### config.mk
export PLATFORM = sky130hd
export DESIGN_NAME = first_fit_block_allocator
export DESIGN_NICKNAME = d
export VERILOG_FILES = /design/src/hdl/ffba_pkg.sv /design/src/hdl/first_fit_block_allocator.sv /design/src/hdl/ffba_datapath.sv /design/src/hdl/ffba_ctrl.sv
export SDC_FILE = /design/constraint.sdc
export NUM_CORES = 2
export LEC_CHECK = 0
export BUFFER_PORTS_ARGS = -buffer_cell sky130_fd_sc_hd__buf_2
export CAP_MARGIN = 20
export CORE_MARGIN = 1.5
export CORE_UTILIZATION = 35
export DETAILED_ROUTE_END_ITERATION = 10
export GPL_TIMING_DRIVEN = 0
export PLACE_DENSITY = 0.52
export SYNTH_ARGS = -nofsm -noshare
export SYNTH_HDL_FRONTEND = slang
export SYNTH_SLANG_ARGS = --single-unit
### constraint.sdc
create_clock -name clk -period 5.5 [get_ports clk]
set_input_delay 0.55 -clock clk [delete_from_list [all_inputs] [get_ports clk]]
set_output_delay 0.55 -clock clk [all_outputs]
set_load 0.02 [all_outputs]
### src/hdl/ffba_pkg.sv
// ----------------------------------------------------------------------------
// ffba_pkg - shared types for the first-fit block allocator
// Request and response beats, result codes and the command and status
// groups that join the controller to the datapath.
// ----------------------------------------------------------------------------
package ffba_pkg;

  // Address space of the heap and width of the limit register.
  localparam int ADDR_BITS  = 20;
  localparam int LIMIT_BITS = ADDR_BITS + 1;

  // Limit register value after reset.
  localparam logic [LIMIT_BITS-1:0] LIMIT_RESET = LIMIT_BITS'(1048576);

  // Request type codes.
  localparam logic REQ_ALLOC = 1'b0;
  localparam logic REQ_FREE  = 1'b1;

  // Response status codes.
  typedef enum logic [2:0] {
    STATUS_OK         = 3'd0,
    STATUS_NULL       = 3'd1,
    STATUS_HEAP_FULL  = 3'd2,
    STATUS_TABLE_FULL = 3'd3,
    STATUS_UNKNOWN    = 3'd4
  } status_t;

  // One request beat.
  typedef struct packed {
    logic                 req_type;
    logic [ADDR_BITS-1:0] req_size;
    logic [ADDR_BITS-1:0] address;
  } req_t;

  // One response beat.
  typedef struct packed {
    status_t              status;
    logic [ADDR_BITS-1:0] payload_address;
    logic [ADDR_BITS-1:0] granted_size;
    logic                 reused;
  } rsp_t;

  // Outcome of one request, chosen by the controller.
  typedef enum logic [2:0] {
    RES_NULL,
    RES_TABLE_FULL,
    RES_HEAP_FULL,
    RES_UNKNOWN,
    RES_ALLOC_HIT,
    RES_FREE_HIT,
    RES_GROW
  } res_kind_t;

  // Controller to datapath commands.
  typedef struct packed {
    logic      load_req;
    logic      scan_start;
    logic      scan_step;
    logic      finish;
    res_kind_t kind;
  } ctrl_cmd_t;

  // Datapath to controller status.
  typedef struct packed {
    logic req_is_free;
    logic req_null;
    logic scan_hit;
    logic scan_miss;
    logic table_full;
    logic heap_ok;
  } dp_status_t;

endpackage

### src/hdl/first_fit_block_allocator.sv
// ----------------------------------------------------------------------------
// first_fit_block_allocator - first-fit heap block allocator
// Top level: joins the request sequencer to the block table datapath.
// ----------------------------------------------------------------------------
// One request is handled at a time. A free of a null address or an allocate
// of zero bytes goes straight from the first rounding state to the response,
// with no table walk. Any other request walks the block table through its
// single registered read port, one entry a cycle; an allocate first passes
// both rounding states, a free only the first. A response waits in an output
// register; the input reopens at the edge that loads it, so the next request
// can be taken in the following cycle, but that request cannot complete until
// the register frees. The heap limit may be written at any idle moment and
// takes effect on the next request.
module first_fit_block_allocator #(
  parameter int MAX_BLOCKS   = 64,
  parameter int HEADER_BYTES = 32,
  parameter int ALIGN_BYTES  = 16
) (
  input  logic                            clk,
  input  logic                            rst,
  input  logic                            in_valid,
  output logic                            in_stall,
  input  ffba_pkg::req_t                  in_data,
  output logic                            out_valid,
  input  logic                            out_stall,
  output ffba_pkg::rsp_t                  out_data,
  input  logic                            cfg_we,
  input  logic [ffba_pkg::LIMIT_BITS-1:0] cfg_wdata
);

  ffba_pkg::ctrl_cmd_t  cmd;
  ffba_pkg::dp_status_t status;

  // Request sequencer.
  ffba_ctrl u_ctrl (
    .clk       (clk),
    .rst       (rst),
    .in_valid  (in_valid),
    .in_stall  (in_stall),
    .out_valid (out_valid),
    .out_stall (out_stall),
    .cmd       (cmd),
    .status    (status)
  );

  // Block table and heap datapath.
  ffba_datapath #(
    .MAX_BLOCKS   (MAX_BLOCKS),
    .HEADER_BYTES (HEADER_BYTES),
    .ALIGN_BYTES  (ALIGN_BYTES)
  ) u_datapath (
    .clk       (clk),
    .rst       (rst),
    .in_data   (in_data),
    .cmd       (cmd),
    .status    (status),
    .cfg_we    (cfg_we),
    .cfg_wdata (cfg_wdata),
    .out_data  (out_data)
  );

endmodule

### src/hdl/ffba_datapath.sv
// ----------------------------------------------------------------------------
// ffba_datapath - block table, heap state and arithmetic
// Holds the block table memory, the heap top, the block count and the limit
// register. Rounds the request size, walks the table one entry a cycle and
// builds the response beat on command from the controller.
// ----------------------------------------------------------------------------
module ffba_datapath #(
  parameter int MAX_BLOCKS   = 64,
  parameter int HEADER_BYTES = 32,
  parameter int ALIGN_BYTES  = 16
) (
  input  logic                                clk,
  input  logic                                rst,
  input  ffba_pkg::req_t                      in_data,
  input  ffba_pkg::ctrl_cmd_t                 cmd,
  output ffba_pkg::dp_status_t                status,
  input  logic                                cfg_we,
  input  logic [ffba_pkg::LIMIT_BITS-1:0]     cfg_wdata,
  output ffba_pkg::rsp_t                      out_data
);

  localparam int AW      = ffba_pkg::ADDR_BITS;
  localparam int X_W     = AW + 1;
  localparam int IDX_W   = $clog2(MAX_BLOCKS);
  localparam int CNT_W   = $clog2(MAX_BLOCKS + 1);
  // Reciprocal of the alignment, exact for every operand below 2^X_W.
  localparam int SHIFT   = X_W + 8;
  localparam int RECIP_W = SHIFT + 1;
  localparam int PROD_W  = X_W + RECIP_W;
  localparam logic [RECIP_W-1:0] RECIP =
    RECIP_W'(((64'd1 << SHIFT) / ALIGN_BYTES) + 1);
  localparam logic [X_W-1:0] ALIGN_M1 = X_W'(ALIGN_BYTES - 1);
  localparam logic [X_W-1:0] ALIGN_K  = X_W'(ALIGN_BYTES);
  localparam logic [X_W-1:0] HEADER_K = X_W'(HEADER_BYTES);
  localparam logic [X_W-1:0] CAP      = X_W'(1) << AW;

  typedef struct packed {
    logic [AW-1:0] start;
    logic [AW-1:0] bytes;
    logic          is_free;
  } entry_t;

  // Request and heap state.
  ffba_pkg::req_t     req;
  logic [X_W-1:0]     heap_limit;
  logic [X_W-1:0]     heap_top;
  logic [CNT_W-1:0]   block_count;

  // Size rounding pipeline.
  logic [X_W-1:0]     round_x;
  logic [PROD_W-1:0]  prod;
  logic [X_W-1:0]     size_r;

  // Block table and scan state.
  entry_t             mem [MAX_BLOCKS];
  entry_t             rd_q;
  logic [CNT_W-1:0]   rd_idx;
  logic               pend;
  logic [IDX_W-1:0]   pend_idx;
  logic               hit;
  logic [IDX_W-1:0]   hit_idx;
  entry_t             hit_entry;

  // Combinational helpers.
  logic [X_W-1:0]     lim;
  logic [X_W:0]       grow_end;
  logic               rd_more;
  logic               alloc_match;
  logic               free_match;
  logic               entry_match;
  logic [X_W-1:0]     pa_hit;
  logic [X_W-1:0]     pa_grow;
  logic               mem_we;
  logic [IDX_W-1:0]   mem_waddr;
  entry_t             mem_wdata;

  // Limit, growth check and match conditions.
  always_comb begin
    round_x     = {1'b0, req.req_size} + ALIGN_M1;
    lim         = (heap_limit > CAP) ? CAP : heap_limit;
    grow_end    = {1'b0, heap_top} + {1'b0, HEADER_K} + {1'b0, size_r};
    rd_more     = rd_idx < block_count;
    alloc_match = rd_q.is_free && ({1'b0, rd_q.bytes} >= size_r);
    free_match  = ({1'b0, rd_q.start} + HEADER_K) == {1'b0, req.address};
    entry_match = (req.req_type == ffba_pkg::REQ_FREE) ? free_match : alloc_match;
    pa_hit      = {1'b0, hit_entry.start} + HEADER_K;
    pa_grow     = heap_top + HEADER_K;
  end

  // Status towards the controller.
  always_comb begin
    status.req_is_free = req.req_type == ffba_pkg::REQ_FREE;
    status.req_null    = (req.req_type == ffba_pkg::REQ_FREE) ?
                         (req.address == '0) : (req.req_size == '0);
    status.scan_hit    = hit;
    status.scan_miss   = !hit && !pend && !rd_more;
    status.table_full  = block_count >= CNT_W'(MAX_BLOCKS);
    status.heap_ok     = grow_end <= {1'b0, lim};
  end

  // Table write on completion: mark a hit entry or append a new block.
  always_comb begin
    mem_we    = 1'b0;
    mem_waddr = hit_idx;
    mem_wdata = hit_entry;
    case (cmd.kind)
      ffba_pkg::RES_ALLOC_HIT: begin
        mem_we            = cmd.finish;
        mem_wdata.is_free = 1'b0;
      end
      ffba_pkg::RES_FREE_HIT: begin
        mem_we            = cmd.finish;
        mem_wdata.is_free = 1'b1;
      end
      ffba_pkg::RES_GROW: begin
        mem_we            = cmd.finish;
        mem_waddr         = block_count[IDX_W-1:0];
        mem_wdata.start   = heap_top[AW-1:0];
        mem_wdata.bytes   = size_r[AW-1:0];
        mem_wdata.is_free = 1'b0;
      end
      default: begin
        mem_we = 1'b0;
      end
    endcase
  end

  // Block table memory with a registered read port.
  always_ff @(posedge clk) begin
    if (mem_we) begin
      mem[mem_waddr] <= mem_wdata;
    end
    rd_q <= mem[rd_idx[IDX_W-1:0]];
  end

  // Size rounding: multiply by the reciprocal, then back by the alignment.
  always_ff @(posedge clk) begin
    prod   <= PROD_W'(round_x) * PROD_W'(RECIP);
    size_r <= prod[SHIFT +: X_W] * ALIGN_K;
  end

  // Request capture and scan payload.
  always_ff @(posedge clk) begin
    if (cmd.load_req) begin
      req <= in_data;
    end
    if (cmd.scan_step) begin
      pend_idx <= rd_idx[IDX_W-1:0];
    end
    if (cmd.scan_step && !hit && pend && entry_match) begin
      hit_idx   <= pend_idx;
      hit_entry <= rd_q;
    end
  end

  // Heap state, limit register and scan control.
  always_ff @(posedge clk) begin
    if (rst) begin
      heap_limit  <= ffba_pkg::LIMIT_RESET;
      heap_top    <= '0;
      block_count <= '0;
      rd_idx      <= '0;
      pend        <= 1'b0;
      hit         <= 1'b0;
    end else begin
      if (cfg_we) begin
        heap_limit <= cfg_wdata;
      end
      if (cmd.finish && cmd.kind == ffba_pkg::RES_GROW) begin
        block_count <= block_count + CNT_W'(1);
        heap_top    <= grow_end[X_W-1:0];
      end
      if (cmd.scan_start) begin
        rd_idx <= '0;
        pend   <= 1'b0;
        hit    <= 1'b0;
      end else if (cmd.scan_step && !hit) begin
        pend <= rd_more;
        if (rd_more) begin
          rd_idx <= rd_idx + CNT_W'(1);
        end
        if (pend && entry_match) begin
          hit <= 1'b1;
        end
      end
    end
  end

  // Response beat register.
  always_ff @(posedge clk) begin
    if (cmd.finish) begin
      out_data.payload_address <= '0;
      out_data.granted_size    <= '0;
      out_data.reused          <= 1'b0;
      case (cmd.kind)
        ffba_pkg::RES_NULL:       out_data.status <= ffba_pkg::STATUS_NULL;
        ffba_pkg::RES_TABLE_FULL: out_data.status <= ffba_pkg::STATUS_TABLE_FULL;
        ffba_pkg::RES_HEAP_FULL:  out_data.status <= ffba_pkg::STATUS_HEAP_FULL;
        ffba_pkg::RES_UNKNOWN:    out_data.status <= ffba_pkg::STATUS_UNKNOWN;
        ffba_pkg::RES_ALLOC_HIT: begin
          out_data.status          <= ffba_pkg::STATUS_OK;
          out_data.payload_address <= pa_hit[AW-1:0];
          out_data.granted_size    <= hit_entry.bytes;
          out_data.reused          <= 1'b1;
        end
        ffba_pkg::RES_FREE_HIT: begin
          out_data.status       <= ffba_pkg::STATUS_OK;
          out_data.granted_size <= hit_entry.bytes;
        end
        ffba_pkg::RES_GROW: begin
          out_data.status          <= ffba_pkg::STATUS_OK;
          out_data.payload_address <= pa_grow[AW-1:0];
          out_data.granted_size    <= size_r[AW-1:0];
        end
        default: out_data.status <= ffba_pkg::STATUS_NULL;
      endcase
    end
  end

endmodule

### src/hdl/ffba_ctrl.sv
// ----------------------------------------------------------------------------
// ffba_ctrl - request sequencer for the first-fit block allocator
// Accepts one request at a time, steps the datapath through rounding and the
// table walk, picks the outcome and hands the response beat to the output.
// ----------------------------------------------------------------------------
module ffba_ctrl (
  input  logic                 clk,
  input  logic                 rst,
  input  logic                 in_valid,
  output logic                 in_stall,
  output logic                 out_valid,
  input  logic                 out_stall,
  output ffba_pkg::ctrl_cmd_t  cmd,
  input  ffba_pkg::dp_status_t status
);

  typedef enum logic [2:0] {
    S_IDLE,
    S_ROUND1,
    S_ROUND2,
    S_SCAN,
    S_FINISH
  } state_t;

  state_t              state;
  ffba_pkg::res_kind_t kind;
  logic                accept;
  logic                out_free;

  // Handshake terms and commands to the datapath.
  always_comb begin
    accept         = in_valid && !in_stall;
    out_free       = !out_valid || !out_stall;
    cmd.load_req   = accept;
    cmd.scan_start = (state == S_ROUND1 && status.req_is_free) || (state == S_ROUND2);
    cmd.scan_step  = state == S_SCAN;
    cmd.finish     = (state == S_FINISH) && out_free;
    cmd.kind       = kind;
  end

  // Sequencer state and registered handshake outputs.
  always_ff @(posedge clk) begin
    if (rst) begin
      state     <= S_IDLE;
      kind      <= ffba_pkg::RES_NULL;
      in_stall  <= 1'b0;
      out_valid <= 1'b0;
    end else begin
      if (cmd.finish) begin
        out_valid <= 1'b1;
      end else if (!out_stall) begin
        out_valid <= 1'b0;
      end
      unique case (state)
        S_IDLE: begin
          if (accept) begin
            in_stall <= 1'b1;
            state    <= S_ROUND1;
          end
        end
        S_ROUND1: begin
          if (status.req_null) begin
            kind  <= ffba_pkg::RES_NULL;
            state <= S_FINISH;
          end else if (status.req_is_free) begin
            state <= S_SCAN;
          end else begin
            state <= S_ROUND2;
          end
        end
        S_ROUND2: begin
          state <= S_SCAN;
        end
        S_SCAN: begin
          if (status.scan_hit) begin
            kind  <= status.req_is_free ? ffba_pkg::RES_FREE_HIT : ffba_pkg::RES_ALLOC_HIT;
            state <= S_FINISH;
          end else if (status.scan_miss) begin
            if (status.req_is_free) begin
              kind <= ffba_pkg::RES_UNKNOWN;
            end else if (status.table_full) begin
              kind <= ffba_pkg::RES_TABLE_FULL;
            end else if (!status.heap_ok) begin
              kind <= ffba_pkg::RES_HEAP_FULL;
            end else begin
              kind <= ffba_pkg::RES_GROW;
            end
            state <= S_FINISH;
          end
        end
        S_FINISH: begin
          if (out_free) begin
            in_stall <= 1'b0;
            state    <= S_IDLE;
          end
        end
        default: begin
          state <= S_IDLE;
        end
      endcase
    end
  end

`ifndef SYNTHESIS
  // An accepted request closes the input until its response is built.
  a_stall_after_accept: assert property (@(posedge clk) disable iff (rst)
    accept |=> in_stall)
    else $error("input not stalled after an accepted beat");

  // The input is open only while the sequencer is idle.
  a_open_only_idle: assert property (@(posedge clk) disable iff (rst)
    !in_stall |-> state == S_IDLE)
    else $error("input open outside the idle state");

  // A response beat appears only as a request completes.
  a_out_from_finish: assert property (@(posedge clk) disable iff (rst)
    $rose(out_valid) |-> $past(state == S_FINISH))
    else $error("response beat without a completed request");

  // A table walk never reports a hit and a miss together.
  a_hit_or_miss: assert property (@(posedge clk) disable iff (rst)
    (state == S_SCAN && status.scan_hit) |-> !status.scan_miss)
    else $error("table walk reports hit and miss at once");
`endif

endmodule

[Word level (Yosys, flattened, before mapping)]
Memories as Yosys holds them, arrays and structs flattened. A register that Yosys moved wholly into a read port is not among the register bits.
Index checks and enable logic that the tools add are counted.
Storage, ports and cells
  word-level logic and storage cells: 121
  memories kept: 1
  flip-flop bits (word level): 267
  bits of input ports: 67
  bits in writable memories: 2624
  output and inout port bits: 46
Operators by class
  magnitude comparators: 5
  reduce and logical (&&, ||, !) cells: 33
  multiply operators: 1
  multiplexer cells: 33
  $add $sub $neg: 8
  equal/unequal tests: 16
Memories
  u_datapath.mem: depth 64, width 41, rd ports 1, clocked after memory_dff 1, write ports 1, line ffba_datapath.sv:55  | entry_t mem [MAX_BLOCKS];
Operators by type and width (count)
  $pmux 20 s2: 2
  $mul 21x26->46 const B: 1
  $add 20x6->20 const B: 2
  $logic_not 20->1: 2
  $mux 40: 1
  $mux 3: 11
  $add 21x6->22 const B: 1
  $add 22x21->22: 1
  $le 22x21->1: 1
  $add 20x4->21 const B: 1
  $add 20x6->21 const B: 1
  $eq 21x20->1: 1
  $ge 20x21->1: 1
  $gt 21x21->1 const B: 1
  $mux 21: 1
  $pmux 3 s5: 1
  $add 7x1->7 const B: 2
  $eq 3x2->1 const B: 4
  $eq 3x3->1 const B: 4
  $mux 1: 12
  $pmux 3 s4: 1
  $logic_and 1x1->1: 11
  $reduce_and 3->1: 3
  $ge 7x7->1 const B: 1
  15 further kinds: 29

[Logic depth before layout (Yosys ltp)]
  word-level depth: 9
  mapped depth: 19
  gate-level depth less buffers: 19

[By module]
Synthesis repeated with hierarchy kept, for this count alone.
Second synthesis, totals
  cells, all modules: 5007
  area, all modules: 111783.5 sq um
Modules (own cells, without submodules)
  ffba_datapath: cells an instance 4954, sequential area each 85522.0 sq um, instances 1, area each 111301.7 sq um
  ffba_ctrl: cells an instance 53, sequential area each 160.2 sq um, instances 1, area each 481.7 sq um

[Worst setup path after synthesis]
Ideal clock, no wire load.
  kind: input to register
  from: input port out_stall
  to: memory u_datapath.mem[61][0] in the netlist's numbering (enable)
  cell stages on the path: 5
  library setup time: 490 ps
  required time: 5010 ps
  path buffers: 1
  path slack: -355 ps
  arrival: 5365 ps
  cell sequence: nand2_1 and3_1 clkbuf_1 nand3_1 nor3_1
RTL lines
  start, declared: line first_fit_block_allocator.sv:25  | input logic out_stall,
  end, declared: line ffba_datapath.sv:55

[Worst setup path after layout]
  from: register u_ctrl.kind[1]
  to: register u_datapath.out_data[38] (netlist name)
On the way
  word-level cells in the longest chain between the ends: 2
  elaborated cells on any way between the ends: 3
  those cells by class: eq/ne: 2; mux: 1
RTL lines
  start, declared: line ffba_ctrl.sv:26  | ffba_pkg::res_kind_t kind;
  start signal, assigned: line ffba_ctrl.sv:45  | kind <= ffba_pkg::RES_NULL;
  start signal, assigned: line ffba_ctrl.sv:63  | kind <= ffba_pkg::RES_NULL;
  start signal, assigned: line ffba_ctrl.sv:76  | kind <= status.req_is_free ? ffba_pkg::RES_FREE_HIT : ffba_pkg::RES_ALLOC_HIT;
  $eq 3x3->1: line ffba_datapath.sv:195  | case (cmd.kind)
  $pmux 20 s2 (*): line ffba_datapath.sv:195
Every way passes the cells marked *; elsewhere a longest branch is shown, timed or not.
A chain may end at the register's enable or synchronous reset.

==> flow_summary.json <==
{
  "run_status": "completed",
  "fin_nets": 5727,
  "finalHoldViolCount": 0,
  "fillers": 27415,
  "netlist_top_cells_count": "2762 x edfxtp_1, 861 x mux4_2, 143 x nor2_1",
  "period_needed_ns": 5.30,
  "slew_headroom": 0.218,
  "seqCellArea_um2": 85700,
  "finalPower_uw": 44600,
  "drt_wl_total_um": 315000,
  "crit_path_top_delay_cell": "clkbuf_1",
  "cts_tree": "done",
  "async_flop_share": 0,
  "synth-edff-count": 2762,
  "synth_top_area_frac": 0.744,
  "crit_fanout": 10,
  "ys_seq_area_frac": 0.768,
  "syn_area_per_cell_um2": 22.9,
  "drtAntennaViolNets": 0,
  "rows": 207,
  "setup_viol": 0,
  "finalCritPeriodShare": 0.963,
  "holdWs_ns": 0.0667,
  "drt_pass1_iterations": 6,
  "htree_levels": 5,
  "startpoint_type": "flop",
  "skew_ns": 0.0536,
  "grt_pass1_vias": 55514,
  "via_count": 53875,
  "synth_area_um2": 112000,
  "critPathMaxStageDelay_ns": 0.90,
  "multi_input_area_um2": 25400,
  "criticalPathCategory": "reg -> reg",
  "dieWidth_um": 568,
  "post-synth-top-count-cell": "edfxtp_1",
  "critical_path.endpoint_type": "flop",
  "crit_chain": "buf_2 > nand3b_1 > buf_2 > buf_2 > buf_2 > buf_2 > clkbuf_1 > nand2_1 > nand2_2 > ha_1 > nand2_1 > nor4_1 > a21oi_1 > nor3_1",
  "synthFlopType": "edfxtp_1",
  "syn_inst": 4877,
  "peakVddDrop_v": 0.000322,
  "syn_nets": 5022,
  "clk_latency_ns": 0.92,
  "crit_family": "buffers and inverters",
  "slew_violations": 0,
  "wl_per_cell_um": 31.5,
  "num_io_pins": 113,
  "coreArea_um2": 318000,
  "crit_buf_inv": 6,
  "crit_arrival_ns": 5.90,
  "synthTopCellsByArea": "edfxtp_1 74%, mux4_2 17%, dfxtp_1 2.5%",
  "grt_usage": 0.195,
  "required_ns": 6.10,
  "yosysWarnings": 0,
  "hp-class": "in -> reg",
  "cts_buffers": 312,
  "cp_common_cell": "buf_2",
  "cellLeakagePower_uw": 0.0406,
  "grt_pass1_wl_um": 441000,
  "drc": 0,
  "yosysTopAreaCell": "edfxtp_1",
  "dieArea_um2": 322000,
  "io_buffers": 110,
  "dp_hpwl_um": 219000,
  "grt_max_degree": 68,
  "place_congestion": 0.864,
  "die_y_um": 568,
  "tightest_slew_ns": 1.17,
  "gr-total-overflow": 0,
  "path_clk_slew_ns": 0.06,
  "areaGrowthSynthToFinish_pct": 19.0,
  "rsz0062_at_grt": "false",
  "dr.first_iter.drc_count": 5805,
  "ys_types": 61,
  "cts_root_buffer": "clkbuf_16",
  "initial_core_util": 0.351,
  "drive_gt1_frac": 0.309,
  "viasPerCell": 5.38,
  "max_freq_mhz": 189,
  "yosys_register_bits": 2899,
  "cts_buffer_depth": 4,
  "numClockSinks": 2899,
  "maxCapViolCount": 0,
  "grt_antenna_before_repair": 32,
  "power_per_cell_area_nw_per_um2": 336
}
==> registers in the layout (all words and copies together) (netlist names), 7 cells and up <==
signal	cells
u_datapath.block_count	7
u_datapath.heap_limit	21
u_datapath.heap_top	17
u_datapath.hit_entry	41
u_datapath.mem	2624
u_datapath.out_data	44
u_datapath.prod	17
u_datapath.rd_idx	7
u_datapath.rd_q	41
u_datapath.req	40
u_datapath.size_r	17
==> tightest hold or removal path, cell delays in order <==
cell and delay (ns):
clkbuf_1 0.13, mux2i_1 0.14, nor2_1 0.09
==> layer usage <==
layer	up-vias	global-route usage	wire length, um
met3	408	0.0331	19600
met5	-	0	0
met4	0	0.0464	7050
li1	22139	-	-
met1	29566	0.263	132000
met2	1762	0.328	157000
==> cell type report <==
cell class,instances,area share
flip-flops and latches,2899,0.645
clock inverters,173,0.0114
plain buffers,231,0.00771
multi-input cells,1701,0.191
clock buffers,394,0.0620
well taps,4180,0.0394
repair buffers,391,0.0414
inverters,46,0.00130
diodes,8,0.000151
==> cells by family after synthesis <==
kind of cell / share of synthesized area
mux: 0.177
flops: 0.768
buf+inv: 0.0106
compound gates: 0.0102
simple gates: 0.0197
fa+ha+maj: 0.00882
xor+xnor: 0.00565
==> power breakdown <==
group	total (uW)	switching [uW]	internal (uW)
Clock	20200	8740	11400
Sequential	24000	82.3	23900
Combinational	444	267	177
Total	44600	9090	35500
==> cell usage in the layout (no fill, tap or decap), types with 16 or more instances in the layout <==
cell	instances
edfxtp_1	2762
nor2_4	62
clkinv_1	74
nor4_1	19
dlygate4sd3_1	65
nor3_1	24
a21oi_1	55
buf_8	24
o21ai_4	16
clkinv_2	48
dfxtp_1	137
buf_4	17
buf_2	174
nand2_1	134
mux4_2	861
ha_1	77
inv_1	38
buf_6	17
and3_1	17
nor2_1	81
buf_1	28
nand4_1	19
clkbuf_1	193
bufinv_16	16
xor2_1	21
nand3_1	35
mux2i_1	30
buf_16	45
clkbuf_16	315
xnor2_1	51
o21ai_0	42
buf_12	124
==> final timing paths <==
path,from,to,slack [ns],depth (start not counted)
worst max-delay path,u_ctrl.kind[1]$_SDFFE_PP0P_,u_datapath.out_data[38]$_SDFFCE_PN0P_,0.20,14
worst min-delay path,cfg_we,u_datapath.heap_limit[1]$_SDFFE_PP0P_,0.07,3
worst max register to register,u_ctrl.kind[1]$_SDFFE_PP0P_,u_datapath.out_data[38]$_SDFFCE_PN0P_,0.20,14
worst min register to register,u_datapath.prod[31]$_DFF_P_,u_datapath.size_r[6]$_DFF_P_,0.32,0
==> what timing repair did <==
action | 4_1_cts | 5_1_grt
gates resized for setup | 0 | 3
setup buffers | 0 | 0
hold endpoints to repair | 65 | 0
setup endpoints to repair | 0 | 2
hold buffers | 65 | 0
==> per-stage QoR <==
stage	std cells	util	worst slack, ns	area (um2)	setup TNS [ns]
final	10023	0.418	0.202	133000	0
after global routing	10016	0.418	0.0606	133000	0
after CTS	10003	0.417	0.0866	133000	0
after detailed placement	9371	0.385	0.0638	122000	0
after global placement	9167	0.369	-7.56	117000	-
after floorplan	4877	-	-0.355	112000	-29.10
Note: power is estimated with default switching activity, not from simulation.
